File: config.mk
export PLATFORM = sky130hd
export DESIGN_NAME = serial_command_frame_parser
export DESIGN_NICKNAME = d
export VERILOG_FILES = /design/src/hdl/scfp_pkg.sv /design/src/hdl/scfp_cfg_regs.sv /design/src/hdl/scfp_parser.sv /design/src/hdl/serial_command_frame_parser.sv
export VERILOG_INCLUDE_DIRS = /design/src /design/src/hdl
export SDC_FILE = /design/constraint.sdc
export NUM_CORES = 1
export LEC_CHECK = 0
export ABC_AREA = 0
export ABC_CLOCK_PERIOD_IN_PS = 5400
export BUFFER_PORTS_ARGS = -buffer_cell sky130_fd_sc_hd__buf_4
export CAP_MARGIN = 15
export CORE_AREA = 2 2 151 153
export DETAILED_ROUTE_END_ITERATION = 7
export DIE_AREA = 0 0 153 155
export RECOVER_POWER = 50
export SLEW_MARGIN = 20
export SYNTH_ARGS = -nofsm -noshare
export SYNTH_HDL_FRONTEND = slang
export SYNTH_SLANG_ARGS = --single-unit
File: constraint.sdc
create_clock -name i_clk -period 5.4 [get_ports i_clk]
set_clock_uncertainty 0.15 [all_clocks]
set_input_delay 1.62 -clock i_clk [delete_from_list [all_inputs] [get_ports i_clk]]
set_output_delay 1.62 -clock i_clk [all_outputs]
set_load 0.1 [all_outputs]
File: src/hdl/assert_macros.svh
// Assertion macros shared by the RTL files of the frame parser.
// Each macro checks a property on the rising clock edge and is disabled
// while the active-low reset is asserted.
`ifndef ASSERT_MACROS_SVH
`define ASSERT_MACROS_SVH

`ifndef SYNTHESIS

// Check that a property holds at every clock edge outside reset.
`define ASSERT_PROP(label, clk, rst_n, prop) \
    label: assert property (@(posedge clk) disable iff (!rst_n) prop) \
        else $error("assertion failed");

// Check that an expression is never true outside reset.
`define ASSERT_NEVER(label, clk, rst_n, expr) \
    label: assert property (@(posedge clk) disable iff (!rst_n) !(expr)) \
        else $error("forbidden condition seen");

`else

`define ASSERT_PROP(label, clk, rst_n, prop)
`define ASSERT_NEVER(label, clk, rst_n, expr)

`endif

`endif

File: src/hdl/scfp_pkg.sv
`timescale 1ns / 1ps

package scfp_pkg;

    // Frame delimiters and payload lengths.
    localparam logic [7:0] HDR_BYTE  = 8'hFF;
    localparam logic [7:0] TAIL_BYTE = 8'hFE;
    localparam logic [2:0] PAIR_LEN  = 3'd5;
    localparam logic [2:0] SHORT_LEN = 3'd2;

    // Valve payload bytes: the expected first byte and the second bytes that carry a command.
    localparam logic [7:0] VALVE_OPEN_BYTE  = 8'h01;
    localparam logic [7:0] VALVE_CLOSE_BYTE = 8'h00;
    localparam logic [7:0] VALVE_FIRST_BYTE = 8'h00;

    // APB port widths and configuration register reset values.
    localparam int unsigned APB_ADDR_W = 4;
    localparam int unsigned APB_DATA_W = 32;
    localparam logic [7:0] RST_REJECTED_SOURCE = 8'd0;
    localparam logic [7:0] RST_PAIR_CODE       = 8'd1;
    localparam logic [7:0] RST_VALVE_CODE      = 8'd3;
    localparam logic [7:0] RST_CONNECT_CODE    = 8'd4;

    // Register indexes (byte address divided by four).
    typedef enum logic [1:0] {
        REG_REJECTED_SOURCE = 2'd0,
        REG_PAIR_CODE       = 2'd1,
        REG_VALVE_CODE      = 2'd2,
        REG_CONNECT_CODE    = 2'd3
    } t_reg_idx;

    // Parser phases.
    typedef enum logic [2:0] {
        PH_HDR  = 3'd0,
        PH_SRC  = 3'd1,
        PH_FUNC = 3'd2,
        PH_DATA = 3'd3,
        PH_TAIL = 3'd4
    } t_phase;

    // Kind of frame being parsed.
    typedef enum logic [1:0] {
        KIND_NONE    = 2'd0,
        KIND_PAIR    = 2'd1,
        KIND_VALVE   = 2'd2,
        KIND_CONNECT = 2'd3
    } t_kind;

    // Event codes on the result word.
    typedef enum logic [1:0] {
        EV_NONE  = 2'd0,
        EV_OPEN  = 2'd1,
        EV_CLOSE = 2'd2,
        EV_PAIR  = 2'd3
    } t_event;

    // Configuration register set.
    typedef struct packed {
        logic [7:0] rejected_source;
        logic [7:0] pair_code;
        logic [7:0] valve_code;
        logic [7:0] connect_code;
    } t_cfg;

    // Input word: one received byte with the pairing flag.
    typedef struct packed {
        logic [7:0] rx_byte;
        logic       pairing_mode;
    } t_in_word;

    // Result word: one event per received byte.
    typedef struct packed {
        logic [1:0]  event_kind;
        logic [15:0] paired_address;
    } t_out_word;

endpackage

File: src/hdl/scfp_cfg_regs.sv
`timescale 1ns / 1ps

module scfp_cfg_regs (
    input  logic                                i_clk,
    input  logic                                i_rst_n,
    input  logic                                psel,
    input  logic                                penable,
    input  logic                                pwrite,
    input  logic [scfp_pkg::APB_ADDR_W-1:0]     paddr,
    input  logic [scfp_pkg::APB_DATA_W-1:0]     pwdata,
    output logic [scfp_pkg::APB_DATA_W-1:0]     prdata,
    output logic                                pready,
    output scfp_pkg::t_cfg                      o_cfg
);
    import scfp_pkg::*;

    t_cfg     r_cfg;
    t_reg_idx w_idx;
    logic     w_wr;
    logic [7:0] w_rd_byte;

    assign w_idx  = t_reg_idx'(paddr[3:2]);
    assign w_wr   = psel && penable && pwrite && pready;
    assign pready = 1'b1;
    assign o_cfg  = r_cfg;

    // Register writes in the access phase.
    always_ff @(posedge i_clk) begin
        if (!i_rst_n) begin
            r_cfg.rejected_source <= RST_REJECTED_SOURCE;
            r_cfg.pair_code       <= RST_PAIR_CODE;
            r_cfg.valve_code      <= RST_VALVE_CODE;
            r_cfg.connect_code    <= RST_CONNECT_CODE;
        end else if (w_wr) begin
            unique case (w_idx)
                REG_REJECTED_SOURCE: r_cfg.rejected_source <= pwdata[7:0];
                REG_PAIR_CODE:       r_cfg.pair_code       <= pwdata[7:0];
                REG_VALVE_CODE:      r_cfg.valve_code      <= pwdata[7:0];
                REG_CONNECT_CODE:    r_cfg.connect_code    <= pwdata[7:0];
                default: ;
            endcase
        end
    end

    // Read mux.
    always_comb begin
        unique case (w_idx)
            REG_REJECTED_SOURCE: w_rd_byte = r_cfg.rejected_source;
            REG_PAIR_CODE:       w_rd_byte = r_cfg.pair_code;
            REG_VALVE_CODE:      w_rd_byte = r_cfg.valve_code;
            REG_CONNECT_CODE:    w_rd_byte = r_cfg.connect_code;
            default:             w_rd_byte = 8'd0;
        endcase
    end

    assign prdata = {{(APB_DATA_W-8){1'b0}}, w_rd_byte};

endmodule

File: src/hdl/scfp_parser.sv
`timescale 1ns / 1ps
`include "assert_macros.svh"

module scfp_parser (
    input  logic                  i_clk,
    input  logic                  i_rst_n,
    input  logic                  i_step,
    input  scfp_pkg::t_in_word    i_word,
    input  scfp_pkg::t_cfg        i_cfg,
    output scfp_pkg::t_out_word   o_result
);
    import scfp_pkg::*;

    t_phase      r_phase, n_phase;
    t_kind       r_kind, n_kind;
    logic [2:0]  r_count, n_count;
    logic [7:0]  r_first, n_first;
    logic [7:0]  r_second, n_second;
    logic [15:0] r_addr, n_addr;

    t_kind       w_class;
    logic [2:0]  w_len;
    logic [2:0]  w_count_inc;
    logic [15:0] w_addr_next;
    logic [7:0]  w_byte;

    assign w_byte = i_word.rx_byte;

    // Function code lookup; earlier codes win when they coincide.
    always_comb begin
        priority if (w_byte == i_cfg.pair_code) begin
            w_class = KIND_PAIR;
        end else if (w_byte == i_cfg.valve_code) begin
            w_class = KIND_VALVE;
        end else if (w_byte == i_cfg.connect_code) begin
            w_class = KIND_CONNECT;
        end else begin
            w_class = KIND_NONE;
        end
    end

    // Payload length, count step and decimal fold (addr * 10 + byte).
    assign w_len       = (r_kind == KIND_PAIR) ? PAIR_LEN : SHORT_LEN;
    assign w_count_inc = r_count + 3'd1;
    assign w_addr_next = (r_addr << 3) + (r_addr << 1) + {8'd0, w_byte};

    // Next state and result for the current byte.
    always_comb begin
        n_phase  = r_phase;
        n_kind   = r_kind;
        n_count  = r_count;
        n_first  = r_first;
        n_second = r_second;
        n_addr   = r_addr;
        o_result.event_kind     = EV_NONE;
        o_result.paired_address = 16'd0;

        unique case (r_phase)
            PH_HDR: begin
                if (w_byte == HDR_BYTE) begin
                    n_phase = PH_SRC;
                end
            end
            PH_SRC: begin
                n_phase = (w_byte == i_cfg.rejected_source) ? PH_HDR : PH_FUNC;
            end
            PH_FUNC: begin
                if (w_class == KIND_NONE) begin
                    n_phase = PH_HDR;
                end else begin
                    n_kind  = w_class;
                    n_count = 3'd0;
                    n_addr  = 16'd0;
                    n_phase = PH_DATA;
                end
            end
            PH_DATA: begin
                if (r_count == 3'd0) begin
                    n_first = w_byte;
                end else if (r_count == 3'd1) begin
                    n_second = w_byte;
                end
                n_addr  = w_addr_next;
                n_count = w_count_inc;
                if (w_count_inc >= w_len) begin
                    n_phase = PH_TAIL;
                end
            end
            PH_TAIL: begin
                if (w_byte == TAIL_BYTE) begin
                    if (r_kind == KIND_VALVE) begin
                        if (r_first == VALVE_FIRST_BYTE &&
                            r_second == VALVE_OPEN_BYTE) begin
                            o_result.event_kind = EV_OPEN;
                        end else if (r_first == VALVE_FIRST_BYTE &&
                                     r_second == VALVE_CLOSE_BYTE) begin
                            o_result.event_kind = EV_CLOSE;
                        end
                    end else if (r_kind == KIND_PAIR && i_word.pairing_mode) begin
                        o_result.event_kind     = EV_PAIR;
                        o_result.paired_address = r_addr;
                    end
                end
                n_phase = PH_HDR;
            end
            default: begin
                n_phase = PH_HDR;
            end
        endcase
    end

    // Control state, cleared at reset.
    always_ff @(posedge i_clk) begin
        if (!i_rst_n) begin
            r_phase <= PH_HDR;
            r_kind  <= KIND_NONE;
            r_count <= 3'd0;
            r_addr  <= 16'd0;
        end else if (i_step) begin
            r_phase <= n_phase;
            r_kind  <= n_kind;
            r_count <= n_count;
            r_addr  <= n_addr;
        end
    end

    // Valve payload bytes, no reset needed.
    always_ff @(posedge i_clk) begin
        if (i_step) begin
            r_first  <= n_first;
            r_second <= n_second;
        end
    end

    // A processed tail byte always sends the parser back to the header hunt.
    `ASSERT_PROP(a_tail_returns, i_clk, i_rst_n,
        (i_step && r_phase == PH_TAIL) |=> (r_phase == PH_HDR))

endmodule

File: src/hdl/serial_command_frame_parser.sv
`timescale 1ns / 1ps
`include "assert_macros.svh"

// Serial command frame parser.
// Input channel: i_valid / o_stall carry one word per received byte, holding
// the byte and the pairing flag; a word is taken when i_valid is high and
// o_stall is low. Output channel: o_valid / i_stall carry exactly one result
// word per input word, with the event code and the paired address.
// The word is captured in the input register; the parser then updates its
// state and writes the result register when the word advances.
// Throughput is one word per cycle while the receiver does not stall.
// When the receiver stalls, the result register holds and the input register
// can still take one more word; o_stall rises only when both are full.
// The APB port writes the rejected source and the three function codes at
// byte addresses 0, 4, 8 and 12; pready is always high.
// Reset (synchronous, active low) empties both registers, returns the parser
// to the header hunt and restores the register defaults.
module serial_command_frame_parser (
    input  logic                                i_clk,
    input  logic                                i_rst_n,
    input  logic                                i_valid,
    output logic                                o_stall,
    input  scfp_pkg::t_in_word                  i_data,
    output logic                                o_valid,
    input  logic                                i_stall,
    output scfp_pkg::t_out_word                 o_data,
    input  logic                                psel,
    input  logic                                penable,
    input  logic                                pwrite,
    input  logic [scfp_pkg::APB_ADDR_W-1:0]     paddr,
    input  logic [scfp_pkg::APB_DATA_W-1:0]     pwdata,
    output logic [scfp_pkg::APB_DATA_W-1:0]     prdata,
    output logic                                pready
);
    import scfp_pkg::*;

    t_cfg      w_cfg;
    t_out_word w_result;
    logic      w_take;
    logic      w_adv;

    logic      r_in_valid;
    t_in_word  r_in_word;
    logic      r_out_valid;
    t_out_word r_out_word;

    scfp_cfg_regs u_cfg (
        .i_clk   (i_clk),
        .i_rst_n (i_rst_n),
        .psel    (psel),
        .penable (penable),
        .pwrite  (pwrite),
        .paddr   (paddr),
        .pwdata  (pwdata),
        .prdata  (prdata),
        .pready  (pready),
        .o_cfg   (w_cfg)
    );

    scfp_parser u_parser (
        .i_clk    (i_clk),
        .i_rst_n  (i_rst_n),
        .i_step   (w_adv),
        .i_word   (r_in_word),
        .i_cfg    (w_cfg),
        .o_result (w_result)
    );

    // Handshake: a word moves on when the result register is free or draining.
    assign w_adv   = r_in_valid && (!r_out_valid || !i_stall);
    assign o_stall = r_in_valid && !w_adv;
    assign w_take  = i_valid && !o_stall;

    // Input register.
    always_ff @(posedge i_clk) begin
        if (!i_rst_n) begin
            r_in_valid <= 1'b0;
        end else if (w_take) begin
            r_in_valid <= 1'b1;
        end else if (w_adv) begin
            r_in_valid <= 1'b0;
        end
    end

    always_ff @(posedge i_clk) begin
        if (w_take) begin
            r_in_word <= i_data;
        end
    end

    // Result register.
    always_ff @(posedge i_clk) begin
        if (!i_rst_n) begin
            r_out_valid <= 1'b0;
        end else if (w_adv) begin
            r_out_valid <= 1'b1;
        end else if (!i_stall) begin
            r_out_valid <= 1'b0;
        end
    end

    always_ff @(posedge i_clk) begin
        if (w_adv) begin
            r_out_word <= w_result;
        end
    end

    assign o_valid = r_out_valid;
    assign o_data  = r_out_word;

    // Only a pairing event carries an address.
    `ASSERT_PROP(a_addr_only_on_pair, i_clk, i_rst_n,
        (o_valid && o_data.event_kind != EV_PAIR) |-> (o_data.paired_address == 16'd0))

    // Both registers full and the receiver stalled must stall the sender.
    `ASSERT_PROP(a_full_stalls, i_clk, i_rst_n,
        (r_in_valid && r_out_valid && i_stall) |-> o_stall)

    // A buffered word with a free result register reaches the output next cycle.
    `ASSERT_PROP(a_word_advances, i_clk, i_rst_n,
        (r_in_valid && !r_out_valid) |=> r_out_valid)

endmodule
# == Yosys cells after proc, flatten, opt, wreduce, memory -nomap -nowiden ==
# Index checks and enable logic that the tools add are counted.
# word_totals
word_cells,100
regBits,101
out_inout_bits,53
input_bits,52
# op_classes
mux,22
n_bitwise,5
magnitude_cmp,1
eq_ne,21
n_reduce_logical,32
addsub,3
# ops
cell,n
$eq 8x8->1,4
$pmux 16 s2,1
$pmux 8 s4,1
$mux 18,1
$add 16x16->16,1
$add 16x8->16,1
$eq 8x8->1 const B,2
$logic_not 8->1,2
$mux 16,1
$mux 2,8
$mux 3,4
$pmux 3 s4,1
$reduce_and 3->1,4
$reduce_and 2->1,5
$eq 8x1->1 const B,1
$logic_and 1x1->1,8
$eq 2x2->1 const B,3
$eq 3x1->1 const B,2
$eq 3x2->1 const B,2
$logic_not 3->1,2
$ne 2x1->1 const B,3
$pmux 3 s2,1
$not 1->1,5
$eq 2x1->1 const B,2
11 further kinds,19

# == Depth between registers and ports, before layout ==
# Gate-level depths: netlist of the first run.
# depth
word_depth,8
mapped_depth,11
depth_no_buf,10

# == By module ==
# A second synthesis of the first run with hierarchy kept.
# hier_totals
hier_cells,515
area_unflattened_um2,5549.1
# modules_own_cells
module,instances,seq_area_each_um2,cells_per_inst,area_per_inst_um2
scfp_parser,1,960.9,322,3032.9
scfp_cfg_regs,1,640.6,158,1621.6
serial_command_frame_parser,1,850.8,35,894.6

# == Least setup slack after synthesis of the first run ==
# Ideal clock, no wire load.
# synth_path
path_type,input to output
start,input paddr[2] (netlist name)
end,output prdata[0] (netlist name)
t_arrival_ps,2946
path_slack_ps,684
required_time_ps,3630
cell_stages,2
cell_sequence,clkbuf_1 mux4_2
# synth_via
elab_chain_len,2
# synth_lines
item,line,source
start: declaration,serial_command_frame_parser.sv:30,"input logic [scfp_pkg::APB_ADDR_W-1:0] paddr,"
"$eq 2x2->1, or another cell as far along",scfp_cfg_regs.sv:47,unique case (w_idx)
$pmux 8 s4 *,scfp_cfg_regs.sv:47,
end: declaration,serial_command_frame_parser.sv:32,"output logic [scfp_pkg::APB_DATA_W-1:0] prdata,"
# Every way passes the cells marked *; elsewhere a longest branch is shown, timed or not.

# == Final worst setup path of the first run ==
# layout_path
start,input paddr[2] (netlist name)
end,output prdata[6] (netlist name)
# Same word-level chain as after synthesis.

==> run metrics, run 1 <==
status=finished, final reports clean; drt first pass iters=4; DPL Wire Length=slightly below 9000 um; First DRT Iteration DRCs=around 240; starting density of the core=0.2438; crit path launch type=input pin; Layout Cells excl Fill=about 830; Placed Cells=between 800 and 900; Tcrit/Tclk final=0.8286; max-slew violations=0; share of layout cells above drive strength 1=0.1308; clk buf depth=2; Via density=between 4 and 5; Post-synth EDFFs=43; largest net degree at the start of global routing=22; CTS Root Cell=clkbuf_16; total CTS buffers=9; Final setup viols=0; Yosys cell types=63; Synth Flop Type=dfxtp_1; Pwr Density=about 270 nW/um^2; core area=between 20000 and 25000 sq um; synthesized area=~5400 sq um; Max Cap Viol=0; Die Ht=155 um; max frequency=223.5 MHz; #FFs+latches synth=between 100 and 150; Final TNS setup=0 ps; CTS tree=done; post-cts gate resize count=0; NumNets Final=624; CTS clock-pin slew for the worst setup and hold paths=~70 ps; Post-CTS Setup Repair Bufs=0; cts-stage hold buffer count=0; Slew @ Worst Pin=1217 ps; final WL=~12000 um; leakage power=around 0.0025 uW; WL/cell=about 15 um; Seq/Total Area, Yosys=0.4526; Setup CP Type=input pin to output pin; maximum VDD drop=approximately 0.15 mV; Port Buf Inserts=53; worst min path class=flop to flop; Post-synth ARST share=0; I/O pin count=105; Worst Path Max Fanout=20; remaining antenna violation count=0; Clock Latency Late Sink=around 360 ps; YS warnings=0; unrepaired setup endpoints after global routing=false; fin crit period=4475 ps; ant diodes=0; Placer Congestion=between 0.8 and 0.9; Mean Syn Cell Area=roughly 11 sq um; row count=between 50 and 60; Fill cells=about 2300; die footprint=between 20000 and 25000 sq um; Worst EP required=3630 ps; CP endpoint kind=output pin; CTS Sinks=about 100; Post-Syn Instances=approximately 490; total track usage=0.1037; first-pass GRT wire length=around 19000 um; via count=3632; Post-route DRC=0; depth of the CTS H-tree=3; Area growth syn-to-layout=14.29%; Die X=about 150 um; CP arrival=approximately 2700 ps; initial antenna violation count=0; worst rel slew slack=0.1922; vias in the first global route=approximately 3600; final hold vios=0; gr ovfl total=0
state kept, by name (all words and copies together) (netlist names):
| signal | count |
|---|---|
| r_in_word | 9 |
| r_in_valid | 1 |
| u_parser.r_count | 3 |
| o_valid | 1 |
| u_parser.r_phase | 3 |
| u_parser.r_second | 8 |
| u_parser.r_first | 8 |
| u_parser.r_kind | 2 |
| o_data | 18 |
| u_parser.r_addr | 16 |
| u_cfg.o_cfg | 32 |
cells in the mapped netlist, types with 8 or more instances:
master    instances  area, sq um
and2_1           17        106.4
xor2_1           23        201.4
mux4_2            8        180.2
nand2_1          28        105.1
clkbuf_1          9        33.78
buf_4            28        210.2
nand3_1          14        70.07
inv_1            18        67.56
nor2_1           37        138.9
xnor2_1          21        183.9
edfxtp_1         43         1291
ha_1             28        350.3
a21oi_1          19        95.09
a32o_1            8        80.08
dfxtp_1          58         1161
nand4_1           8        50.05
mux2i_1          24        240.2
kinds of logic (layout without fill, tap and decap cells):
kind of cell / Yosys count / in the layout / share of synthesized area
fa+ha+maj: 34 / 34 / 0.08682
xor+xnor: 46 / 46 / 0.07712
simple gates: 137 / 137 / 0.1318
mux: 32 / 32 / 0.07758
buf+inv: 65 / 93 / 0.07019
compound gates: 75 / 75 / 0.1025
other cells: 2 / 25 / 0.001386
flops: 101 / 101 / 0.4526
critical path: stages:
cell and delay, ps:
buf_4 260, mux4_2 560, buf_4 250
cell type report:
type	count	area [sq um]	area share
Clock buffer	13	260.3	0.04202
Clock inverter	3	20.02	0.003232
Inverter	19	71.32	0.01152
Multi-Input combinational cell	349	2673	0.4315
Sequential cell	101	2452	0.3960
Tap cell	285	356.6	0.05758
Timing Repair Buffer	58	360.3	0.05818
layout by cell type (no fill, tap or decap), types with 3 or more instances in the layout:
master / n
o21ai_0: 5
buf_4: 29
nand4_1: 8
nor4_1: 5
xor2_1: 23
a21oi_1: 19
clkbuf_16: 9
o22ai_1: 7
nor2_1: 37
fa_1: 6
dfxtp_1: 58
o21ai_1: 3
nand3_1: 14
nor2b_1: 3
a2111o_1: 3
ha_1: 28
mux2i_1: 24
a32o_1: 8
clkbuf_1: 22
mux4_2: 8
o21bai_1: 3
nand2_1: 28
clkbuf_4: 9
nor3_1: 6
and3_1: 5
xnor2_1: 21
edfxtp_1: 43
and2_1: 11
and2_0: 6
inv_1: 18
a21o_1: 7
conb_1: 25
final timing paths:
kind                        start                   to  slack (ps)  cells after the start
setup / recovery         paddr[2]            prdata[6]         930                      3
hold / removal    u_cfg.o_cfg[20]      u_cfg.o_cfg[20]         330                      2
setup reg to reg     r_in_word[4]  u_parser.r_addr[14]        1830                     10
hold reg to reg   u_cfg.o_cfg[20]      u_cfg.o_cfg[20]         330                      2
stage by stage:
stage / power [uW] / util / setup slack [ps] / hold WS [ps] / area, sq um
finish: 1673 / 0.2786 / 925.3 / 330.7 / 6193
global route: 1740 / 0.2786 / 883.4 / 357.0 / 6193
CTS: 1702 / 0.2820 / 908.7 / 332.0 / 6269
detailed placement: 1079 / 0.2694 / 909.7 / 312.9 / 5988
global placement: 1078 / 0.2694 / 899.9 / 305.4 / 5988
floorplan: 1044 / - / 684.3 / 291.6 / 5505
where the power goes:
| group | switching, uW | internal (uW) | total (uW) | leakage, uW |
|---|---|---|---|---|
| Sequential | 19.1 | 809 | 828 | 0.000867 |
| Clock | 282 | 337 | 619 | 0.000132 |
| Combinational | 185 | 40.6 | 226 | 0.00147 |
layer usage:
layer,wire [um],vias to the layer above,part of all wire,GRT usage
met5,0,-,0,0
met4,199,0,0.016,0.03395
met3,466,15,0.039,0.02591
met2,5692,74,0.47,0.1693
met1,5706,1725,0.47,0.1349
li1,-,1818,-,-
No activity file was read; power rests on OpenSTA's default activity.
==> run 2, diff against run 1 <==
Settings changed: ABC_AREA 0 to 1, ABC_CLOCK_PERIOD_IN_PS 5400 to 4400, CORE_AREA 2 2 151 153 to 2 2 158 160, DIE_AREA 0 0 153 155 to 0 0 160 162.
Clock period 5.4 ns to 4.4 ns, I/O delays scaled along.
==> run 2 against run 1 <==
Net effect:
- die area is 9.3% higher
- combinational power up 31%
- non-clock buffer count did not move
- sequential cell count did not move
- critical path type unchanged
- synthesized area is 10% higher
- highest routed layer unchanged
- worst hold slack worse by 7.1 ps
- clock power increased by 26%
==> run metrics, run 2 <==
Gate power share=0.141 (was 0.135); Pwr Density=311.8 nW/um^2 (was 270.1 nW/um^2); drt first pass iters=4 (unchanged); fin crit period=between 3000 and 4000 ps; Buf+Inv Stages, Crit Path=2 (unchanged); post-cts gate resize count=0 (unchanged); crit path launch type=input pin (unchanged); top cells by area, synth=edfxtp_1 (22%), dfxtp_1 (19%), nand2_1 (10%) (was edfxtp_1 (24%), dfxtp_1 (21%), ha_1 (6.5%)); first-pass GRT wire length=22710 um (was 19450 um); CTS Root Cell=clkbuf_16 (unchanged); row count=57 (was 55); count leader, synth=nand2_1 (was dfxtp_1); leakage power=0.002916 uW (was 0.002471 uW); power share of the sequential group=0.486 (was 0.495); final hold vios=0 (unchanged); CP arrival=2450 ps (was 2700 ps); Post-Syn Instances=729 (was 492); cts-stage hold buffer count=0 (unchanged); initial antenna violation count=0 (unchanged); Final setup viols=0 (unchanged); CP max-delay cell=buf_4 (was mux4_2); setup slack after placement=426.4 ps (was 909.7 ps); Yosys cell types=37 (was 63); First DRT Iteration DRCs=194 (was 239); hold slack=323.6 ps (was 330.7 ps); CP most frequent cell=buf_4 (unchanged); Setup CP Type=input pin to output pin (unchanged); Post-synth ARST share=0 (unchanged); Worst EP required=2930 ps (was 3630 ps); final WL=13670 um (was 12060 um); Post-route DRC=0 (unchanged); worst rel slew slack=0.2231 (was 0.1922); post-synth top area cell=edfxtp_1 (unchanged); crit-path max cell delay=360 ps (was 560 ps); share of the synthesized area in the top cell type=0.2167 (was 0.2383); CTS clock-pin slew for the worst setup and hold paths=80 ps (was 70 ps); Crit path max-delay family=buffers and inverters (was multiplexers); maximum VDD drop=0.1345 mV (was 0.1472 mV); depth of the CTS H-tree=3 (unchanged); share of layout cells above drive strength 1=0.1485 (was 0.1308); max reg flops=32 (unchanged); unrepaired setup endpoints after global routing=false (unchanged); Mean Syn Cell Area=8.173 sq um (was 11.01 sq um); Synth Flop Type=dfxtp_1 (unchanged); Placer Congestion=0.8147 (was 0.8107); Area growth syn-to-layout=12.75% (was 14.29%); Seq/Total Area, Yosys=0.4116 (was 0.4526); #FFs+latches synth=101 (unchanged); DPL Wire Length=10230 um (was 8780 um); synthesized area=5958 sq um (was 5419 sq um); most common cell after layout, fill and taps aside=nand2_1 (was dfxtp_1); Internal Power=1441 uW (was 1187 uW); most frequent cells in the layout=nand2_1 (161), nor2_1 (111), inv_1 (73) (was dfxtp_1 (58), edfxtp_1 (43), nor2_1 (37)); CTS Sinks=101 (unchanged); vias in the first global route=4549 (was 3633); CP cell instances=buf_4, nor2_2, nand2_1, o2111ai_1, buf_4 (was buf_4, mux4_2, buf_4); NumNets Final=862 (was 624); gr ovfl total=0 (unchanged); Die X=160 um (was 153 um); Tcrit/Tclk final=0.8899; largest net degree at the start of global routing=50 (was 22); Clk pwr share=0.373 (was 0.370); Clock Latency Late Sink=370 ps (was 360 ps); remaining antenna violation count=0 (unchanged); clk buf depth=2 (unchanged); Via density=4.145 (was 4.386); via count=4580 (was 3632); CP endpoint kind=output pin (unchanged); YS warnings=0 (unchanged); final worst setup slack=484.3 ps (was 925.3 ps); Post-synth EDFFs=43 (unchanged); Sw Ratio=0.3120 (was 0.2906); ant diodes=0 (unchanged); Psw=653.6 uW (was 486.2 uW); die footprint=25920 sq um (was 23720 sq um); worst min path class=flop to flop (unchanged); Max Cap Viol=0 (unchanged); WL/cell=12.37 um (was 14.57 um); Synth top cells by count=nand2_1 (161), nor2_1 (109), inv_1 (72) (was dfxtp_1 (58), edfxtp_1 (43), nor2_1 (37)); CTS tree=done (unchanged); total track usage=0.1102 (was 0.1037); starting density of the core=0.2472 (was 0.2438); Post-CTS Setup Repair Bufs=0 (unchanged); status=finished, final reports clean (unchanged); max frequency=~260 MHz; Worst Path Max Fanout=9 (was 20); Port Buf Inserts=53 (unchanged); Worst R2R Setup Slack=1420 ps (was 1830 ps); total CTS buffers=9 (unchanged); I/O pin count=105 (unchanged); max-slew violations=0 (unchanged); Die Ht=162 um (was 155 um); core area=24110 sq um (was 22230 sq um); Slew @ Worst Pin=1170 ps (was 1217 ps)
-- run 2: cell types whose count changed after synthesis, moves of 23 or more --
| cell | previous run | this run |
|---|---|---|
| nand2_1 | 28 | 161 |
| nor2_1 | 37 | 109 |
| inv_1 | 18 | 72 |
| o21ai_0 | 5 | 34 |
| mux2i_1 | 24 | 0 |
| nand3_2 | 0 | 23 |
-- run 2: logic make-up (layout without fill, tap and decap cells) --
logic type	count (synthesis)	in the layout	share of synthesized area
AND/OR/NAND/NOR	354	354	0.2738
buffers and inverters	126	155	0.1168
flip-flops	101	101	0.4116
AO/OA/AOI/OAI	87	87	0.08085
adder cells (fa/ha/maj)	34	34	0.07896
XOR/XNOR	25	25	0.03675
other	2	25	0.001260
-- run 2: power groups by stage --
stage | Sequential [uW] | Combinational [uW] | Clock (uW)
2_1_floorplan | 1070 | 226 | 0
3_3_place_gp | 1040 | 301 | 0
3_5_place_dp | 1040 | 303 | 0
4_1_cts | 1020 | 303 | 799
5_1_grt | 1020 | 315 | 834
6_report | 1020 | 296 | 781
-- run 2: layout make-up --
class,count,area (sq um)
clock buffer,9,225.2
inverter,81,312.8
tap,324,405.4
fill,2690,17390
multi-input combinational,525,2863
timing repair buffer,58,401.6
clock inverter,7,57.56
sequential,101,2452
-- run 2: worst reg2reg max path: stages (launching register included) --
cell and delay (ps):
edfxtp_1 330, clkbuf_1 500, fa_1 520, ha_1 380, a21oi_1 170, nand2_1 150
nand2_1 100, nand2_1 110, nand2_1 120, nand3_1 80, nand2_1 60, nor2_1 50
nor2_1 100, nor2_1 60
-- run 2: path summary, 6_finish.rpt --
check	to	cells past startpoint	from
setup reg to reg	u_parser.r_addr[15]	13	r_in_word[5]
setup / recovery	prdata[0]	5	paddr[3]
hold / removal	u_parser.r_kind[1]	2	u_parser.r_kind[1]
hold reg to reg	u_parser.r_kind[1]	2	u_parser.r_kind[1]
-- run 2: per-stage QoR --
stage	utilization	cell area [sq um]	TNS, ps	power (uW)	instances
2_1_floorplan	-	6051	-303.3	1300	752
3_3_place_gp	0.2700	6509	0	1340	1089
3_5_place_dp	0.2700	6509	0	1343	1089
4_1_cts	0.2817	6792	0	2120	1105
5_1_grt	0.2787	6718	0	2170	1105
6_report	0.2787	6718	0	2095	1105
-- run 2: layer usage --
metal	global-route usage	up-vias	routed length (um)
met5	0	-	0
met4	0.03317	0	170
met3	0.02758	10	699
met2	0.1802	89	6130
met1	0.1441	2087	6670
li1	-	2394	-
